$ cat config.mk
export PLATFORM = sky130hd
export DESIGN_NAME = vdt_ctrl
export DESIGN_NICKNAME = d
export VERILOG_FILES = /design/src/rtl/vdt_pkg.sv /design/src/rtl/vdt_ctrl.sv
export SDC_FILE = /design/constraint.sdc
export NUM_CORES = 1
export LEC_CHECK = 0
export BUFFER_PORTS_ARGS = -buffer_cell sky130_fd_sc_hd__buf_2
export CAP_MARGIN = 10
export CORE_AREA = 8 8 45 47
export CTS_BUF_LIST = sky130_fd_sc_hd__clkbuf_2
export DETAILED_ROUTE_END_ITERATION = 7
export DIE_AREA = 0 0 53 55
export SLEW_MARGIN = 25
export SYNTH_ARGS = -nofsm -noshare
export SYNTH_HDL_FRONTEND = slang
export SYNTH_SLANG_ARGS = --single-unit
$ cat constraint.sdc
create_clock -name clk -period 1.05 [get_ports clk]
set_clock_uncertainty 0.15 [all_clocks]
set_input_delay 0.2625 -clock clk [delete_from_list [all_inputs] [get_ports clk]]
set_output_delay 0.2625 -clock clk [all_outputs]
set_load 0.005 [all_outputs]
$ cat src/rtl/vdt_pkg.sv
`timescale 1ns / 1ps
package vdt_pkg;

  localparam int TABLE_DEPTH = 1024;
  localparam int IDX_W       = $clog2(TABLE_DEPTH);
  localparam int CNT_W       = $clog2(TABLE_DEPTH + 1);
  localparam int COMP_W      = 32;
  localparam int VIDX_W      = 10;
  localparam int CFG_IDX_W   = 1;

  localparam logic [CFG_IDX_W-1:0] CFG_MATCH_NORMALS   = 1'd0;
  localparam logic [CFG_IDX_W-1:0] CFG_MATCH_TEXCOORDS = 1'd1;

  localparam logic [COMP_W-1:0] ABS_MASK = 32'h7FFF_FFFF;
  localparam logic [COMP_W-1:0] INF_BITS = 32'h7F80_0000;

  typedef struct packed {
    logic [COMP_W-1:0] pos_x;
    logic [COMP_W-1:0] pos_y;
    logic [COMP_W-1:0] pos_z;
    logic [COMP_W-1:0] nrm_x;
    logic [COMP_W-1:0] nrm_y;
    logic [COMP_W-1:0] nrm_z;
    logic [COMP_W-1:0] tex_u;
    logic [COMP_W-1:0] tex_v;
  } vdt_in_t;

  typedef struct packed {
    logic [VIDX_W-1:0] vertex_index;
    logic              is_new;
    logic              table_full;
  } vdt_out_t;

  typedef enum logic [1:0] {
    ST_IDLE,
    ST_SCAN,
    ST_RESOLVE
  } vdt_state_t;

  typedef struct packed {
    logic load;
    logic scan;
    logic issue;
    logic resolve;
  } vdt_cmd_t;

  typedef struct packed {
    logic any_match;
    logic more;
    logic rd_vld;
    logic cmp_hit;
    logic out_free;
  } vdt_status_t;

  // Float equality: signed zeros are equal, NaN equals nothing.
  function automatic logic feq(input logic [COMP_W-1:0] a, input logic [COMP_W-1:0] b);
    logic [COMP_W-1:0] ma;
    logic [COMP_W-1:0] mb;
    ma = a & ABS_MASK;
    mb = b & ABS_MASK;
    if ((ma > INF_BITS) || (mb > INF_BITS)) begin
      return 1'b0;
    end
    if ((ma == '0) && (mb == '0)) begin
      return 1'b1;
    end
    return a == b;
  endfunction

endpackage

$ cat src/rtl/vdt_ctrl.sv
`timescale 1ns / 1ps
module vdt_ctrl (
  input  logic                clk,
  input  logic                rst,
  input  logic                in_valid,
  output logic                in_ready,
  input  vdt_pkg::vdt_status_t status,
  output vdt_pkg::vdt_cmd_t    cmd
);
  import vdt_pkg::*;

  vdt_state_t state;
  vdt_state_t state_next;

  always_ff @(posedge clk) begin
    if (rst) begin
      state <= ST_IDLE;
    end else begin
      state <= state_next;
    end
  end

  always_comb begin
    state_next = state;
    unique case (state)
      ST_IDLE: begin
        if (in_valid) begin
          state_next = status.any_match ? ST_SCAN : ST_RESOLVE;
        end
      end
      ST_SCAN: begin
        if (status.cmp_hit || (!status.more && !status.rd_vld)) begin
          state_next = ST_RESOLVE;
        end
      end
      ST_RESOLVE: begin
        if (status.out_free) begin
          state_next = ST_IDLE;
        end
      end
      default: state_next = ST_IDLE;
    endcase
  end

  always_comb begin
    in_ready    = 1'b0;
    cmd         = '0;
    unique case (state)
      ST_IDLE: begin
        in_ready = 1'b1;
        cmd.load = in_valid;
      end
      ST_SCAN: begin
        cmd.scan  = 1'b1;
        // stop fetching once a hit shows up
        cmd.issue = status.more && !status.cmp_hit;
      end
      ST_RESOLVE: begin
        cmd.resolve = status.out_free;
      end
      default: begin
        in_ready = 1'b0;
      end
    endcase
  end

endmodule

==> results of run 1 <==
[per-layer routing]
metal | global-route usage (%) | up-vias
met5 | 0 | -
met4 | 2.59 | 0
met3 | 4.28 | 0
met2 | 6.05 | 7
met1 | 2.88 | 83
li1 | - | 92
[power by group]
| group | total [uW] | internal, uW | switching, uW |
|---|---|---|---|
| Combinational | 81.2 | 52.4 | 28.8 |
| Sequential | 89.2 | 81.6 | 7.62 |
| Clock | 115 | 75.6 | 39.2 |
[cells by family (layout without fill, tap and decap cells)]
logic type / Yosys count / in the layout / share of synthesized area, %
AND/OR/NAND/NOR: 9 / 9 / 49.0
flip-flops: 2 / 2 / 31.4
buffers and inverters: 1 / 20 / 2.94
AO/OA/AOI/OAI: 3 / 3 / 16.7
[per-stage QoR]
step                      hold WS, ns  setup TNS, ns
final                           0.184          -1.34
after CTS                       0.172          -1.43
after global routing            0.184          -1.75
after floorplan                 0.181        -0.0429
after detailed placement        0.378         -0.449
after global placement          0.372         -0.381
[layout make-up]
cell class	instances	area share, %
clock buffer	3	5.15
timing repair buffer	16	35.2
inverter	1	1.29
multi-input combinational	12	35.2
tap	16	6.87
sequential	2	16.3
[what timing repair did]
action,4_1_cts,5_1_grt
resized for setup,3,3
setup buffers,1,1
endpoints found under the hold margin,0,0
endpoints found under the setup margin,7,7
[how the worst max path moves through the flow]
stage | from | end | cells past startpoint
2_1_floorplan | state[0]$_SDFFE_PP0P_ | state[1]$_SDFFE_PP0P_ | 2
3_3_place_gp | rst | state[1]$_SDFFE_PP0P_ | 3
3_5_place_dp | rst | state[1]$_SDFFE_PP0P_ | 3
4_1_cts | state[0]$_SDFFE_PP0P_ | cmd[1] | 3
5_1_grt | state[0]$_SDFFE_PP0P_ | cmd[1] | 3
6_report | state[0]$_SDFFE_PP0P_ | cmd[1] | 3
[cell usage in the layout (no fill, tap or decap)]
master    instances
and2_1            1
and3b_1           1
and3b_2           1
buf_2            10
buf_4             4
buf_6             2
clkbuf_2          3
dfxtp_4           2
inv_1             1
nand2b_1          1
nor2_1            2
nor2b_4           1
nor3b_2           1
o21bai_1          1
o22ai_2           1
o31ai_1           1
or4b_1            1
[critical path: stages (launching register included)]
cell and delay, ns:
dfxtp_4 0.35, nor2b_4 0.14, and3b_1 0.14, buf_2 0.10
==> summary.md, run 1 <==
| Metric | Value |
|---|---|
| Status | `finished, violations left` |
| Failing checks | `setup timing` |
| CTS Buffer Depth | `2` |
| Post-synth top cells | `dfxtp_1, nor2_1` |
| Die Y | `55 um` |
| Share of cells above drive strength 1 | `about three quarters` |
| Worst-path clk slew | `~0.03 ns` |
| Largest registers | `state: 2 flops` |
| R2r endpoint | `state[1]$_SDFFE_PP0P_` |
| Yosys cell types | `13` |
| Worst VDD drop | `0.260 mV` |
| Area delta synth->final | `128%` |
| Die ar. | `2920 um^2` |
| DR pass1 iterations | `4` |
| Clk_lat worst skew | `0.19 ns` |
| Post-Synthesis Mean Instance Area | `8.51 um^2` |
| Area contributors post-synth | `dfxtp_1, and3b_2, or4b_1, and3b_1, nor2_1` |
| Setup ws final | `-0.284 ns` |
| DR WL met3 | `around 69 um` |
| Fin crit period | `about 1.3 ns` |
| Biggest register | `state` |
| Hold Path Origin | `rst` |
| Power Density | `978 nW/um^2` |
| Post-route cell area | `292 um^2` |
| Vias in the first global route | `169` |
| Final period util | `127%` |
| Hold Vio Cnt, Final | `0` |
| Met2 Routed Length | `between 200 and 300 um` |
| Share of the synthesized area in the top cell type | `31.4%` |
| Worst r2r path cells | `5` |
| Top FF cell, synth | `dfxtp_1` |
| NumNets Final | `44` |
| CTS tree | `built` |
| Routed len/inst | `9.30 um` |
| Hold_buf cts | `0` |
| Total wire length | `~470 um` |
| Placement Cell Area | `233 um^2` |
| DRT antenna net count | `0` |
| Clock root cell | `clkbuf_2` |
| GRT Util Overall | `3.93%` |
| IO Port Bufs | `12` |
| Total number of vias | `between 150 and 200` |
| Initial DRC count | `5` |
| CP startpoint kind | `flip-flop` |
| Reg2reg setup slack | `-0.14 ns` |
| Top Layer Used | `met3` |
| CP required | `0.64 ns` |
| HPWL after detailed placement | `397 um` |
| FF/Latch Area | `47.5 um^2` |
| Async S/R FF share, synth | `0%` |
| Die Width | `53 um` |
| Initial antenna violation count | `0` |
| Worst Setup End Kind | `output port` |
| Largest net degree at the start of global routing | `6` |
| Clock buffers created by TritonCTS | `3` |
| Clock sink count | `2` |
| H-tree depth | `1` |
| Number of synthesized flops with an enable pin | `0` |
| Vias per Instance | `around 3.6` |
| Maximum capacitance violations | `0` |
| Cell taking the most area after synthesis | `dfxtp_1` |
| P_leak | `0.000147 uW` |
| Num ports | `13` |
| Post-synthesis instance area | `128 um^2` |
| Seq cells post-synth | `2` |
| Total Power | `285 uW` |
| Worst hold path type | `input pin to flip-flop` |
| RSZ-0062 raised after global routing | `true` |
| Gr ovfl total | `0` |
| Finished Layout Cells | `50` |
| Number of flip-flops in the largest register | `2` |
| Initial Util | `9.22%` |
| Max Fclk | `0.750 GHz` |
| Critical R2R Launch | `state[0]$_SDFFE_PP0P_` |
| Core Box Area | `1380 um^2` |
| DP Cell Count | `45` |
| Register area share after synthesis | `31.4%` |
| Worst Max-Slew Pin Slew | `around 0.21 ns` |
| Cells on Worst Hold Path | `3` |
| Drt drc | `0` |
| Final setup viols | `7` |
| Cells after Synth | `15` |
| Crit path kind | `flip-flop to output port` |
| CP arrival | `0.92 ns` |
| Pre-CTS setup slack | `-0.165 ns` |
| Site row count | `14` |
| First-pass GRT wire length | `752 um` |
| Met1 WL | `133 um` |
| GP Congestion | `a little over 0.6` |
| Synth warn | `0` |
| Pins Over Slew Limit | `0` |
| Synthesized Nets | `23` |
| Multi-input gate area | `103 um^2` |
| Antenna cells | `0` |
| Layout Utilization | `21.1%` |
| Hold EP | `state[0]$_SDFFE_PP0P_` |
| FILL cells | `between 150 and 200` |
| Slew margin rel. | `85.8%` |
| CP Max Fanout | `5` |
Note: power is estimated with default switching activity, not from simulation.
==> inputs of run 2 (changes only) <==
Settings changed: PLACE_DENSITY from default to 0.42.
==> run 2 against run 1 <==
  * The run still ends with setup timing left
  * Global-route usage is 0.43 points higher
  * Worst setup slack got worse by 0.0075 ns
  * Total power rose by 9.1%
  * Worst hold slack gained 0.0054 ns
  * Clock-buffer cell count unchanged
  * Critical endpoint unchanged
  * Wire length up 25%
  * Critical path type unchanged
  * First-iteration DRC count down 80%
  * Sequential power grew 0.4%
==> summary.md, run 2 (synthesized netlist as in run 1, its figures left out) <==
| Metric | Value |
|---|---|
| Status | `finished, violations left` |
| Failing checks | `setup timing` |
| Worst-path clk slew | `roughly 0.030 ns` |
| Worst path top cell family by delay | `flip-flops` |
| Cells on Worst Hold Path | `3` |
| Die Width | `53 um` |
| Power Density | `979 nW/um^2` |
| Initial Util | `9.22%` |
| Final period util | `128%` |
| Commonest non-fill, non-tap cell in the layout | `buf_2` |
| DRT antenna net count | `0` |
| Core Box Area | `1380 um^2` |
| Drt drc | `0` |
| Vias in the first global route | `~200` |
| Worst r2r path cells | `3` |
| Pre-CTS setup slack | `-0.149 ns` |
| DR pass1 iterations | `2` |
| CP peak stage delay | `0.35 ns` |
| Clock sink count | `2` |
| Worst Setup End Kind | `output port` |
| Die Y | `55 um` |
| Hold Vio Cnt, Final | `0` |
| Hold_buf cts | `0` |
| Antenna cells | `0` |
| Critical Path Slowest Stage Cell | `dfxtp_4` |
| CTS Buffer Depth | `2` |
| Total wire length | `between 500 and 600 um` |
| Worst hold path type | `input pin to flip-flop` |
| GRT Util Overall | `4.36%` |
| Reg2reg setup slack | `-0.22 ns` |
| Num ports | `13` |
| CP cell instances | `nor2b_4 > and3b_1 > buf_2` |
| Clock buffers created by TritonCTS | `3` |
| Worst path bufs/invs | `1` |
| Largest registers | `state: 2 flops` |
| Hold Path Origin | `rst` |
| Vias per Instance | `between 3 and 4` |
| Site row count | `14` |
| Maximum capacitance violations | `0` |
| Clock root cell | `clkbuf_2` |
| CP Max Fanout | `4` |
| RSZ-0062 raised after global routing | `true` |
| Worst VDD drop | `roughly 0.39 mV` |
| Post-route setup TNS | `-1.52 ns` |
| Initial DRC count | `1` |
| Die ar. | `a little under 3000 um^2` |
| Layout Utilization | `23.0%` |
| GP Congestion | `roughly 0.63` |
| Total number of vias | `182` |
| H-tree depth | `1` |
| CP arrival | `0.93 ns` |
| Biggest register | `state` |
| Pins Over Slew Limit | `0` |
| First-pass GRT wire length | `855 um` |
| P_leak | `0.000160 uW` |
| Worst Max-Slew Pin Slew | `0.184 ns` |
| Levels on crit path | `3` |
| Fin crit period | `1.34 ns` |
| Top Layer Used | `met3` |
| Clk_lat worst skew | `0.19 ns` |
| FILL cells | `162` |
| CTS tree | `built` |
| CP startpoint kind | `flip-flop` |
| Slew margin rel. | `87.6%` |
| Gr ovfl total | `0` |
| NumNets Final | `45` |
| Routed len/inst | `11.4 um` |
| Setup ws final | `-0.292 ns` |
| DR WL met3 | `about 90 um` |
| R2r endpoint | `state[1]$_SDFFE_PP0P_` |
| Initial antenna violation count | `0` |
| Met1 WL | `between 200 and 300 um` |
| Hold EP | `state[0]$_SDFFE_PP0P_` |
| Area delta synth->final | `149%` |
| Largest net degree at the start of global routing | `6` |
| IO Port Bufs | `12` |
| Number of flip-flops in the largest register | `2` |
| CP required | `0.64 ns` |
| Max Fclk | `0.745 GHz` |
| Final setup viols | `7` |
| Crit path kind | `flip-flop to output port` |
| Share of cells above drive strength 1 | `80.0%` |
| Critical R2R Launch | `state[0]$_SDFFE_PP0P_` |
| Met2 Routed Length | `just over 200 um` |
| Most frequent cells in the layout | `buf_2, buf_6, clkbuf_2, buf_4` |
==> run 2: cell count changes in the layout (fill, tap and decap cells not counted), sizes merged <==
cell / change
buf: +1
==> run 2: layout make-up <==
cell class / instances / area [um^2] / share of cell area (%)
timing repair buffer: 17 / 118 / 37.0
multi-input combinational: 12 / 114 / 35.8
sequential: 2 / 47.5 / 15.0
tap: 16 / 20.0 / 6.30
clock buffer: 3 / 15.0 / 4.72
inverter: 1 / 3.75 / 1.18
==> run 2: how the worst max path moves through the flow <==
stage / startpoint / endpoint
floorplan: state[0]$_SDFFE_PP0P_ / state[1]$_SDFFE_PP0P_
global placement: rst / state[1]$_SDFFE_PP0P_
detailed placement: rst / state[1]$_SDFFE_PP0P_
CTS: state[0]$_SDFFE_PP0P_ / cmd[1]
global route: state[0]$_SDFFE_PP0P_ / cmd[1]
finish: state[0]$_SDFFE_PP0P_ / cmd[1]
==> run 2: tightest hold or removal path, cell delays in order <==
cell and delay, ns:
buf_2 0.09, buf_4 0.10, nor3b_2 0.03
==> run 2: repair_timing <==
action	CTS	global route
setup buffers	1	0
endpoints found under the setup margin	7	7
pin swaps	1	2
resized for setup	7	3
endpoints found under the hold margin	0	0
==> run 2: per-layer routing <==
layer	vias to the layer above	track usage, %
met3	0	4.55
met1	73	5.30
met2	14	3.71
met5	-	0
met4	0	3.88
li1	95	-
==> run 2: through the flow <==
step | total power [uW] | std cells | hold WS, ns | cell area, um^2
after floorplan | 120 | 15 | 0.181 | 138
after global placement | 171 | 47 | 0.395 | 248
after detailed placement | 170 | 47 | 0.388 | 248
after CTS | 319 | 51 | 0.174 | 308
after global routing | 337 | 51 | 0.185 | 318
final | 311 | 51 | 0.190 | 318
==> run 2: power breakdown <==
group	internal (uW)	switching [uW]
Clock	75.8	44.9
Combinational	64.6	36.3
Sequential	81.5	8.01
==> inputs of run 3 (changes only) <==
Settings changed: REMOVE_ABC_BUFFERS from default to 1.
==> run 3 against run 2 <==
  * Largest power group unchanged
  * Sequential power increased by 0.9%
  * Worst setup slack improved by 0.0061 ns
  * The flow still finishes with violations (setup timing)
  * Combinational power about the same
  * Sequential share of layout area decreased by 0.79 points
==> summary.md, run 3 (synthesized netlist as in run 1, its figures left out) <==
| Metric | Value |
|---|---|
| Status | `finished, violations left` |
| Failing checks | `setup timing` |
| Initial antenna violation count | `0` |
| Initial Util | `9.22%` |
| Worst Setup End Kind | `output port` |
| Hold Vio Cnt, Final | `0` |
| CP startpoint | `state[0]$_SDFFE_PP0P_` |
| CTS tree | `built` |
| DR pass1 iterations | `1` |
| First-pass GRT wire length | `just over 800 um` |
| Hold Path Origin | `rst` |
| Reg2reg setup slack | `-0.25 ns` |
| Worst hold path type | `input pin to flip-flop` |
| Hold EP | `state[0]$_SDFFE_PP0P_` |
| Hold_buf cts | `0` |
| Finished Layout Cells | `51` |
| IO Port Bufs | `12` |
| CP required | `0.64 ns` |
| Worst-path clk slew | `about 0.03 ns` |
| Power Density | `974 nW/um^2` |
| GRT Util Overall | `4.20%` |
| Crit path kind | `flip-flop to output port` |
| Largest net degree at the start of global routing | `6` |
| Total Power | `310 uW` |
| Final setup viols | `7` |
| Total number of vias | `191` |
| CP arrival | `0.92 ns` |
| DP Cell Count | `47` |
| DRT antenna net count | `0` |
| Clock root cell | `clkbuf_2` |
| Most frequent cells in the layout | `buf_2, buf_4, clkbuf_2, buf_6` |
| P_leak | `~0.00016 uW` |
| Area delta synth->final | `149%` |
| Die Width | `between 50 and 60 um` |
| Critical R2R Launch | `state[0]$_SDFFE_PP0P_` |
| Routed len/inst | `10.6 um` |
| Num ports | `13` |
| Biggest register | `state` |
| Worst Max-Slew Pin Slew | `0.217 ns` |
| FF/Latch Area | `45.0 um^2` |
| Critical Path Slowest Stage Cell | `dfxtp_4` |
| Fin crit period | `1.34 ns` |
| NumNets Final | `45` |
| Die ar. | `a little under 3000 um^2` |
| Cells on Worst Hold Path | `3` |
| CTS Buffer Depth | `2` |
| GP Congestion | `roughly 0.64` |
| RSZ-0062 raised after global routing | `true` |
| CP startpoint kind | `flip-flop` |
| Share of cells above drive strength 1 | `80.0%` |
| Pins Over Slew Limit | `0` |
| Vias per Instance | `3.75` |
| Gr ovfl total | `0` |
| CP cell instances | `nor2b_4 > and3b_1 > buf_2` |
| Worst r2r path cells | `3` |
| H-tree depth | `1` |
| Max Fclk | `approximately 0.75 GHz` |
| Multi-input gate area | `120 um^2` |
| Number of flip-flops in the largest register | `2` |
| R2r endpoint | `state[1]$_SDFFE_PP0P_` |
| Clk_lat worst skew | `roughly 0.19 ns` |
| Die Y | `55 um` |
| FILL cells | `154` |
| CP peak stage delay | `0.35 ns` |
| Maximum capacitance violations | `0` |
| Setup ws final | `-0.286 ns` |
| Worst VDD drop | `0.295 mV` |
| Commonest non-fill, non-tap cell in the layout | `buf_2` |
| CP Max Fanout | `4` |
| Slew margin rel. | `85.5%` |
| Drt drc | `0` |
| Worst path top cell family by delay | `flip-flops` |
| Layout Utilization | `~23%` |
| Largest registers | `state: 2 flops` |
| Core Box Area | `1380 um^2` |
| Vias in the first global route | `196` |
| Clock buffers created by TritonCTS | `3` |
| Initial DRC count | `0` |
| Clock sink count | `2` |
| Site row count | `14` |
| Final period util | `127%` |
| Antenna cells | `0` |
| Total wire length | `541 um` |
| Pre-CTS setup slack | `-0.189 ns` |
| Worst path bufs/invs | `1` |
## run 3: layout make-up
cell class | instances | area share (%)
multi-input cells | 12 | 37.8
repair buffers | 17 | 35.8
flip-flops and latches | 2 | 14.2
well taps | 16 | 6.30
clock buffers | 3 | 4.72
inverters | 1 | 1.18
## run 3: tightest hold or removal path: cells and delay by family
family	cells	cell delay [ns]
buffers and inverters	2	0.19
AND/OR/NAND/NOR	1	0.03
## run 3: worst max path at each step
stage | slack (ns) | to | cells past startpoint
5_1_grt | -0.36 | cmd[1] | 3
6_report | -0.29 | cmd[1] | 3
3_3_place_gp | -0.20 | cmd[1] | 3
4_1_cts | -0.30 | cmd[1] | 3
3_5_place_dp | -0.19 | cmd[1] | 3
2_1_floorplan | -0.11 | cmd[1] | 2
## run 3: what timing repair did
item / 4_1_cts / 5_1_grt
cloned: 0 / 0
buffers inserted: 1 / 0
pin swaps: 2 / 0
resized for setup: 7 / 6
setup endpoints to repair: 7 / 7
## run 3: metal layers
metal | wire [um] | vias to the layer above | global-route usage [%]
met3 | 111 | 0 | 5.08
li1 | - | 94 | -
met1 | 269 | 84 | 5.00
met2 | 160 | 13 | 3.71
met5 | 0 | - | 0
met4 | 0 | 0 | 2.59
## run 3: power by group
part	internal, uW	total (uW)	switching (uW)
logic	65.0	102	36.9
clock network	75.7	117	41.6
registers	82.3	90.4	8.03
total	223	310	86.5
## run 3: stage by stage
step,hold slack (ns),TNS (ns),area [um^2]
2_1_floorplan,0.189,-0.186,128
3_3_place_gp,0.397,-0.822,238
3_5_place_dp,0.397,-0.735,238
4_1_cts,0.176,-1.58,288
5_1_grt,0.190,-1.90,318
6_report,0.194,-1.50,318
